$ cat src/rtl/lfrs_pkg.sv
// Shared types, command codes and header constants for the LED frame
// receive-and-scan block. Depends on nothing; every module in rtl/ uses it.
package lfrs_pkg;

    // Input request and result payloads
    typedef struct packed {
        logic [1:0] command;
        logic [7:0] data_byte;
    } in_t;

    typedef struct packed {
        logic       kind;
        logic [7:0] gray_byte;
        logic [3:0] row_select;
        logic       frame_start;
    } out_t;

    // Command codes
    localparam logic [1:0] CMD_SERIAL = 2'd0;
    localparam logic [1:0] CMD_SHIFT  = 2'd1;
    localparam logic [1:0] CMD_LATCH  = 2'd2;

    // Result kinds
    localparam logic KIND_BYTE  = 1'b0;
    localparam logic KIND_LATCH = 1'b1;

    // Header matcher states: 1..5 mean R,G,B,L,E seen
    localparam logic [2:0] HDR_IDLE    = 3'd0;
    localparam logic [2:0] HDR_LOADING = 3'd6;

    localparam logic [7:0] BLANK_BYTE = 8'hFF;

    // Result queue between the front and the back
    localparam int QDEPTH = 4;
    localparam int QPW    = $clog2(QDEPTH);
    localparam int QCW    = $clog2(QDEPTH + 1);

    // One queued operation: latch or byte, with the raw store read data
    typedef struct packed {
        logic       kind;
        logic [3:0] row_select;
        logic       frame_start;
        logic       stored;     // byte was written since reset
        logic [7:0] data;
    } op_t;

    typedef struct packed {
        logic [QCW-1:0] count;
    } back_status_t;

    // Expected byte for each header matcher state
    function automatic logic [7:0] header_byte(input logic [2:0] state);
        logic [7:0] b;
        unique case (state)
            3'd0:    b = 8'h52;  // R
            3'd1:    b = 8'h47;  // G
            3'd2:    b = 8'h42;  // B
            3'd3:    b = 8'h4C;  // L
            3'd4:    b = 8'h45;  // E
            3'd5:    b = 8'h44;  // D
            default: b = 8'h00;
        endcase
        return b;
    endfunction

endpackage

$ cat src/rtl/lfrs_back.sv
// Back end: result queue fed by the front, shapes and delivers results
// on the valid/stall output channel. Depends on lfrs_pkg.
module lfrs_back (
    input  logic                   clk,
    input  logic                   rst_n,
    input  logic                   push,
    input  lfrs_pkg::op_t          op,
    output lfrs_pkg::back_status_t status,
    output logic                   result_valid,
    input  logic                   result_stall,
    output lfrs_pkg::out_t         result
);

    lfrs_pkg::op_t               q_reg [lfrs_pkg::QDEPTH];
    logic [lfrs_pkg::QPW-1:0]    wr_ptr_reg, wr_ptr_next;
    logic [lfrs_pkg::QPW-1:0]    rd_ptr_reg, rd_ptr_next;
    logic [lfrs_pkg::QCW-1:0]    count_reg, count_next;
    logic                        pop;
    lfrs_pkg::op_t               head;

    assign result_valid = (count_reg != '0);
    assign pop          = result_valid && !result_stall;
    assign head         = q_reg[rd_ptr_reg];

    always_comb
    begin
        wr_ptr_next = push ? wr_ptr_reg + 1'b1 : wr_ptr_reg;
        rd_ptr_next = pop  ? rd_ptr_reg + 1'b1 : rd_ptr_reg;
        count_next  = count_reg;
        if (push && !pop)
        begin
            count_next = count_reg + 1'b1;
        end
        else if (pop && !push)
        begin
            count_next = count_reg - 1'b1;
        end
    end

    always_ff @(posedge clk or negedge rst_n)
    begin
        if (!rst_n)
        begin
            wr_ptr_reg <= '0;
            rd_ptr_reg <= '0;
            count_reg  <= '0;
        end
        else
        begin
            wr_ptr_reg <= wr_ptr_next;
            rd_ptr_reg <= rd_ptr_next;
            count_reg  <= count_next;
        end
    end

    always_ff @(posedge clk)
    begin
        if (push)
        begin
            q_reg[wr_ptr_reg] <= op;
        end
    end

    // bytes never written since reset read as blank
    always_comb
    begin
        result.kind        = head.kind;
        result.row_select  = head.row_select;
        result.frame_start = head.frame_start;
        if (head.kind == lfrs_pkg::KIND_LATCH)
        begin
            result.gray_byte = 8'h00;
        end
        else
        begin
            result.gray_byte = head.stored ? head.data : lfrs_pkg::BLANK_BYTE;
        end
    end

    assign status.count = count_reg;

endmodule

$ cat config.mk
export PLATFORM = sky130hd
export DESIGN_NAME = lfrs_back
export DESIGN_NICKNAME = d
export VERILOG_FILES = /design/src/rtl/lfrs_pkg.sv /design/src/rtl/lfrs_back.sv
export SDC_FILE = /design/constraint.sdc
export NUM_CORES = 1
export LEC_CHECK = 0
export BUFFER_PORTS_ARGS = -buffer_cell sky130_fd_sc_hd__buf_2
export CAP_MARGIN = 20
export CORE_MARGIN = 2
export CORE_UTILIZATION = 60
export DETAILED_ROUTE_END_ITERATION = 10
export PLACE_DENSITY = 0.85
export SLEW_MARGIN = 0
export SYNTH_ARGS = -nofsm -noshare
export SYNTH_HDL_FRONTEND = slang
export SYNTH_SLANG_ARGS = --single-unit
$ cat constraint.sdc
create_clock -name clk -period 4.4 [get_ports clk]
set_clock_uncertainty 0.15 [all_clocks]
set_input_delay 0.22 -clock clk [delete_from_list [all_inputs] [get_ports clk]]
set_output_delay 0.22 -clock clk [all_outputs]
set_load 0.03 [all_outputs]
==> reports/results.tsv, run 1 <==
stage	metric	value	unit
power_and_ir_drop	P_leak	1.20	nW
timing	fin crit period	2780	ps
timing	count of final setup violators	0	
min_path	worst min-delay path class	primary input to flop	
yosys	mux contribution to synthesized area	13.8	%
floorplanning	Initial Util	61.6	%
route	WL/cell	18.5	um
yosys	adder-cell share of the synthesized area	3.10	%
cts	CTS tree	built	
outcome	status	complete, no violations	
timing	Hold Vio Cnt, Final	0	
worst_setup_path	WP data arrival	2410	ps
floorplanning	chip height	70.6	um
worst_setup_path	Buf+Inv Stages, Crit Path	1	
floorplanning	Rows	24	
place	dpl cells	213	
grt	largest net degree at the start of global routing	18	
worst_setup_path	highest-delay cell along the critical path	dfrtp_1	
timing	post-route setup slack	1620	ps
route	routed vias/inst	5.54	
grt	first-pass GRT wire length	7150	um
yosys	syn nets	155	
layout	Final Non-Filler Cells	245	
timing	TNS Setup	0	ps
grt	GRT overflow	0	
yosys	post-synthesis xor/xnor area fraction	1.97	%
route	1st-iter DRT viols	75	
power_and_ir_drop	pwr/cell area	677	nW/um2
layout	Final #Nets	213	
grt	vias in the first global route	1511	
yosys	Yosys reg bits	67	
cts	Clock Tree Buf Depth	2	
min_path	worst hold stages	2	
place	GP Congestion	0.713	
yosys	simple-gate share of the synthesized area	1.92	%
cts	Clock Sinks	67	
yosys	synthesized area	2670	um2
worst_setup_path	required time of the critical path	4030	ps
grt	GRT Util Overall	20.2	%
worst_setup_path	R2R depth	8	
yosys	synth warn	0	
yosys	sequential share of the synthesized area	74.2	%
min_path	critical hold path startpoint	push	
route	first drt pass iteration count	4	
route	DRC viols	0	
yosys	FFs w/ async S/R, synth	10.4	%
yosys	Mapped Avg Cell Area	20.5	um2
layout	final design utilization	73.5	%
cts	CTS Root Cell	clkbuf_8	
floorplanning	Die Wd	70.6	um
yosys	largest family of logic cells by synthesized area	multiplexers	
worst_setup_path	Worst setup EP type	output port	
timing	Worst slew margin	35.1	%
cts	H-tree Lvls	3	
cts	cts bufs inserted	9	
place	Post-Place Worst Slack	1920	ps
yosys	dominant synthesized flop cell	edfxtp_1	
timing	FMAX	360	MHz
floorplanning	io pins	37	
worst_setup_path	Top delay family on crit path	flip-flops	
min_path	hold endpoint	wr_ptr_reg[0]$_DFFE_PN0P_	
place	hpwl dp	2780	um
layout	most frequent cells in the layout	edfxtp_1, buf_2, dlygate4sd3_1	
timing	unrepaired setup endpoints after global routing	no	
worst_setup_path	crit-path max cell delay	980	ps
layout	fin area	3180	um2
place	I/O Buffers	36	
floorplanning	Die ar.	4990	um2
cts	clk_lat worst skew	330	ps
worst_setup_path	worst path cell trace	mux4_2, a21oi_1, buf_2	
layout	Largest register FFs	60	
worst_setup_path	CP Max Fanout	17	
cts	setup bufs post-CTS	0	
cts	clock-pin slew of the registers on the worst-case setup and hold paths	60	ps
route	routed vias	1358	
power_and_ir_drop	worst IR drop on VDD	500	uV
layout	Area growth syn-to-layout	19.2	%
grt	antenna violations before repair	0	
floorplanning	core area	4320	um2
worst_setup_path	Worst R2R Setup Slack	2170	ps
cts	CTS resizes	0	
worst_setup_path	Worst Setup Path Type	flop to output port	
layout	Antenna diodes	0	
layout	commonest non-fill, non-tap cell in the layout	edfxtp_1	
timing	Final Slew Violations	0	
route	Routed WL	4520	um
worst_setup_path	Setup crit start kind	flop	
timing	final worst path period share	63.1	%
flow_run	max cap viols	0	
yosys	Synth Area in Compound Gates	1.69	%
route	Post-DRT Antenna Nets	0	
layout	layout cells sized above 1	30.1	%
timing	Worst Max-Slew Pin Slew	974	ps
place	DP Area	2870	um2
yosys	Post-synth EDFFs	60	
yosys	post-synth cell types	20	
worst_setup_path	r2r startpoint	status[0]$_DFFE_PN0P_	
worst_setup_path	worst reg2reg path endpoint	status[2]$_DFFE_PN0P_	
yosys	Post-Synthesis Cells	130	
## what timing repair did
| action | CTS | global route |
|---|---|---|
| endpoints found under the hold margin | 67 | 0 |
| endpoints found under the setup margin | 0 | 0 |
| hold buffers | 16 | 0 |
## through the flow
step | power [mW] | hold WS (ps)
after floorplan | 1.56 | -226
after global placement | 1.72 | -93.6
after detailed placement | 1.76 | -87.3
after CTS | 2.17 | 4.22
after global routing | 2.27 | 28.0
final | 2.15 | 15.6
## synth_stat cells (2+ instances only)
library cell,n,area [um2]
ha_1,5,62.6
a21oi_1,8,40.0
dfrtp_1,7,175
inv_1,12,45.0
and2_1,4,25.0
buf_2,2,10.0
xnor2_1,2,17.5
mux4_1,5,131
mux4_2,10,225
xor2_1,4,35.0
edfxtp_1,60,1800
buf_6,3,33.8
## kinds of logic after synthesis
family / Yosys count
flops: 67
buf+inv: 17
mux: 16
compound gates: 9
simple gates: 9
xor+xnor: 6
fa+ha+maj: 6
## where the power goes
part | internal [mW] | total (mW) | leakage, nW | switching [mW]
clock network | 0.196 | 0.399 | 0.0773 | 0.203
logic | 0.309 | 0.786 | 0.492 | 0.476
registers | 0.844 | 0.967 | 0.633 | 0.123
total | 1.35 | 2.15 | 1.20 | 0.802
## worst reg2reg max path, cell delays in order (launching register included)
cell and delay (ps):
dfrtp_1 440, nor3_1 330, or2_2 200, ha_1 180, inv_1 60, fa_1 370, xor2_1 170, nor2_1 120
xor2_1 150
## worst max-delay path by stage
| stage | endpoint | startpoint | slack, ps | depth (start not counted) |
|---|---|---|---|---|
| floorplan | status[2]$_DFFE_PN0P_ | status[0]$_DFFE_PN0P_ | 2210 | 8 |
| global placement | result[10] | rd_ptr_reg[0]$_DFFE_PN0P_ | 1970 | 3 |
| detailed placement | result[10] | rd_ptr_reg[0]$_DFFE_PN0P_ | 1920 | 3 |
| CTS | result[10] | rd_ptr_reg[0]$_DFFE_PN0P_ | 1550 | 3 |
| global route | result[11] | rd_ptr_reg[0]$_DFFE_PN0P_ | 1440 | 3 |
| finish | result[10] | rd_ptr_reg[0]$_DFFE_PN0P_ | 1620 | 3 |
## cell type report
type,instances,area (um2)
clock inverters,5,20.0
multi-input cells,46,599
well taps,52,65.1
repair buffers,52,340
fillers,279,1150
flip-flops and latches,67,1980
clock buffers,11,131
inverters,12,45.0
## routing by layer
layer / GRT usage (%) / wire [um] / part of all wire (%)
met1: 23.4 / 1810 / 40
met2: 34.5 / 2440 / 54
met3: 6.13 / 186 / 4.1
met4: 10.1 / 85 / 1.9
met5: 0 / 0 / 0
Note: power is estimated with default switching activity, not from simulation.
==> inputs of run 2 (changes only) <==
--- a/config.mk
+++ b/config.mk
@@ -8,9 +8,9 @@
 export BUFFER_PORTS_ARGS = -buffer_cell sky130_fd_sc_hd__buf_2
 export CAP_MARGIN = 20
 export CORE_MARGIN = 2
-export CORE_UTILIZATION = 60
+export CORE_UTILIZATION = 56
 export DETAILED_ROUTE_END_ITERATION = 10
-export PLACE_DENSITY = 0.85
+export PLACE_DENSITY = 0.8
 export SLEW_MARGIN = 0
 export SYNTH_ARGS = -nofsm -noshare
 export SYNTH_HDL_FRONTEND = slang
==> constraint.sdc (replaced) <==
create_clock -name clk -period 2.6 [get_ports clk]
set_clock_uncertainty 0.15 [all_clocks]
set_input_delay 0.13 -clock clk [delete_from_list [all_inputs] [get_ports clk]]
set_output_delay 0.13 -clock clk [all_outputs]
set_load 0.03 [all_outputs]
==> reports/results.tsv, run 2 (synthesis results as in run 1) <==
stage	metric	value	unit	change
place	GP Congestion	0.758		was 0.713
power_and_ir_drop	sequential share of power	40.1	%	was 45.0%
timing	TNS Setup	0	ps	unchanged
route	routed vias	1374		was 1,358
route	1st-iter DRT viols	105		was 75
cts	CTS tree	built		unchanged
floorplanning	io pins	37		unchanged
worst_setup_path	worst path cell trace	mux4_2, a21oi_1, buf_2		unchanged
worst_setup_path	CP Max Fanout	9		was 17
layout	commonest non-fill, non-tap cell in the layout	edfxtp_1		unchanged
cts	CTS Root Cell	clkbuf_8		unchanged
layout	final design utilization	71.2	%	was 73.5%
layout	layout cells sized above 1	34.7	%	was 30.1%
worst_setup_path	Worst R2R Setup Slack	310	ps	was 2170 ps
timing	post-route setup slack	235	ps	was 1620 ps
worst_setup_path	Worst Setup Path Type	flop to output port		unchanged
floorplanning	Die ar.	5330	um2	was 4990 um2
worst_setup_path	crit-path max cell delay	680	ps	was 980 ps
power_and_ir_drop	Sw Pwr	1.41	mW	was 0.802 mW
floorplanning	Rows	25		was 24
power_and_ir_drop	switching share of total power	35.8	%	was 37.3%
worst_setup_path	WP data arrival	2090	ps	was 2410 ps
layout	Antenna diodes	0		unchanged
timing	FMAX	423	MHz	
worst_setup_path	R2R depth	8		unchanged
cts	clk_lat worst skew	340	ps	was 330 ps
layout	most frequent cells in the layout	edfxtp_1, buf_2, dlygate4sd3_1		unchanged
timing	Worst slew margin	47.4	%	was 35.1%
timing	count of final setup violators	0		unchanged
worst_setup_path	Top delay family on crit path	multiplexers		was flip-flops
timing	fin crit period	2370	ps	
power_and_ir_drop	worst IR drop on VDD	828	uV	was 500 uV
cts	Clock Tree Buf Depth	2		unchanged
place	hpwl dp	3030	um	was 2780 um
place	I/O Buffers	36		unchanged
cts	clock-pin slew of the registers on the worst-case setup and hold paths	70	ps	was 60 ps
layout	Largest register FFs	60		unchanged
route	routed vias/inst	5.37		was 5.54
layout	# fillers	280		was 279
layout	Area growth syn-to-layout	24.6	%	was 19.2%
power_and_ir_drop	pwr/cell area	1190	nW/um2	was 677 nW/um2
timing	unrepaired setup endpoints after global routing	no		unchanged
cts	hold_buf cts	19		was 16
outcome	status	complete, no violations		unchanged
route	first drt pass iteration count	4		unchanged
cts	cts bufs inserted	9		unchanged
timing	final worst path period share	91.0	%	
worst_setup_path	highest-delay cell along the critical path	mux4_2		was dfrtp_1
grt	GRT Util Overall	19.2	%	was 20.2%
route	Routed WL	4560	um	was 4520 um
power_and_ir_drop	clock power share	23.5	%	was 18.5%
grt	GRT overflow	0		unchanged
grt	vias in the first global route	1471		was 1,511
floorplanning	Die Wd	73.0	um	was 70.6 um
worst_setup_path	required time of the critical path	2320	ps	was 4030 ps
timing	Worst Max-Slew Pin Slew	789	ps	was 974 ps
worst_setup_path	Worst setup EP type	output port		unchanged
power_and_ir_drop	P_leak	1.27	nW	was 1.20 nW
power_and_ir_drop	Comb power frac	36.5	%	about the same
timing	Final Slew Violations	0		unchanged
cts	H-tree Lvls	3		unchanged
worst_setup_path	Buf+Inv Stages, Crit Path	1		unchanged
timing	Hold Vio Cnt, Final	0		unchanged
timing	final hold slack	365	ps	was 15.6 ps
cts	setup bufs post-CTS	0		unchanged
cts	Clock Sinks	67		unchanged
power_and_ir_drop	internal power	2.53	mW	was 1.35 mW
floorplanning	Initial Util	57.2	%	was 61.6%
place	Post-Place Worst Slack	316	ps	was 1920 ps
cts	CTS resizes	0		unchanged
route	DRC viols	0		unchanged
floorplanning	chip height	73.0	um	was 70.6 um
grt	first-pass GRT wire length	7090	um	was 7150 um
grt	largest net degree at the start of global routing	16		was 18
place	dpl cells	221		was 213
worst_setup_path	Crit. path cell count	3		unchanged
min_path	worst min-delay path class	flop to flop		was primary input to flop
layout	Final #Nets	222		was 213
worst_setup_path	Setup crit start kind	flop		unchanged
min_path	worst hold stages	1		was 2
flow_run	max cap viols	0		unchanged
route	WL/cell	17.8	um	was 18.5 um
floorplanning	core area	4660	um2	was 4320 um2
route	Post-DRT Antenna Nets	0		unchanged
layout	Final Non-Filler Cells	256		was 245
grt	antenna violations before repair	0		unchanged
[run 2: cell types whose count changed in the layout (fill, tap and decap cells not counted), sizes merged]
| cell | before | now |
|---|---|---|
| buf | 36 | 42 |
| clkbuf | 11 | 9 |
| clkinv | 5 | 2 |
| clkinvlp | 0 | 3 |
| bufinv | 0 | 2 |
| dlygate4sd3 | 16 | 19 |
[run 2: area by class of cell]
cell class	instances	area, um2	area share (%)
clock buffers	9	124	3.73
clock inverters	7	92.6	2.79
inverters	12	45.0	1.36
multi-input cells	46	599	18.0
flip-flops and latches	67	1980	59.5
well taps	54	67.6	2.03
repair buffers	61	415	12.5
[run 2: power by group through the flow]
stage	Sequential, mW	Clock (mW)	Combinational [mW]
2_1_floorplan	1.56	0	1.09
3_3_place_gp	1.58	0	1.38
3_5_place_dp	1.61	0	1.42
4_1_cts	1.58	0.934	1.45
5_1_grt	1.60	0.982	1.54
6_report	1.58	0.926	1.44
[run 2: worst paths after layout]
path | end | startpoint
min in group asynchronous | wr_ptr_reg[1]$_DFFE_PN0P_ | rst_n
worst min register to register | status[2]$_DFFE_PN0P_ | status[2]$_DFFE_PN0P_
max in group asynchronous | rd_ptr_reg[1]$_DFFE_PN0P_ | rst_n
worst max-delay path | result[10] | rd_ptr_reg[0]$_DFFE_PN0P_
worst max register to register | status[2]$_DFFE_PN0P_ | status[0]$_DFFE_PN0P_
worst min-delay path | status[2]$_DFFE_PN0P_ | status[2]$_DFFE_PN0P_
[run 2: stage by stage]
stage | total power, mW | instance area (um2)
global route | 4.13 | 3320
floorplan | 2.65 | 2670
global placement | 2.97 | 2910
detailed placement | 3.03 | 2910
CTS | 3.97 | 3320
finish | 3.94 | 3320
[run 2: metal layers]
layer,vias to the layer above,GRT usage [%],part of all wire [%]
met3,8,6.77,4.2
li1,638,-,-
met5,-,0,0
met2,39,30.9,53
met1,689,23.3,41
met4,0,8.85,1.9
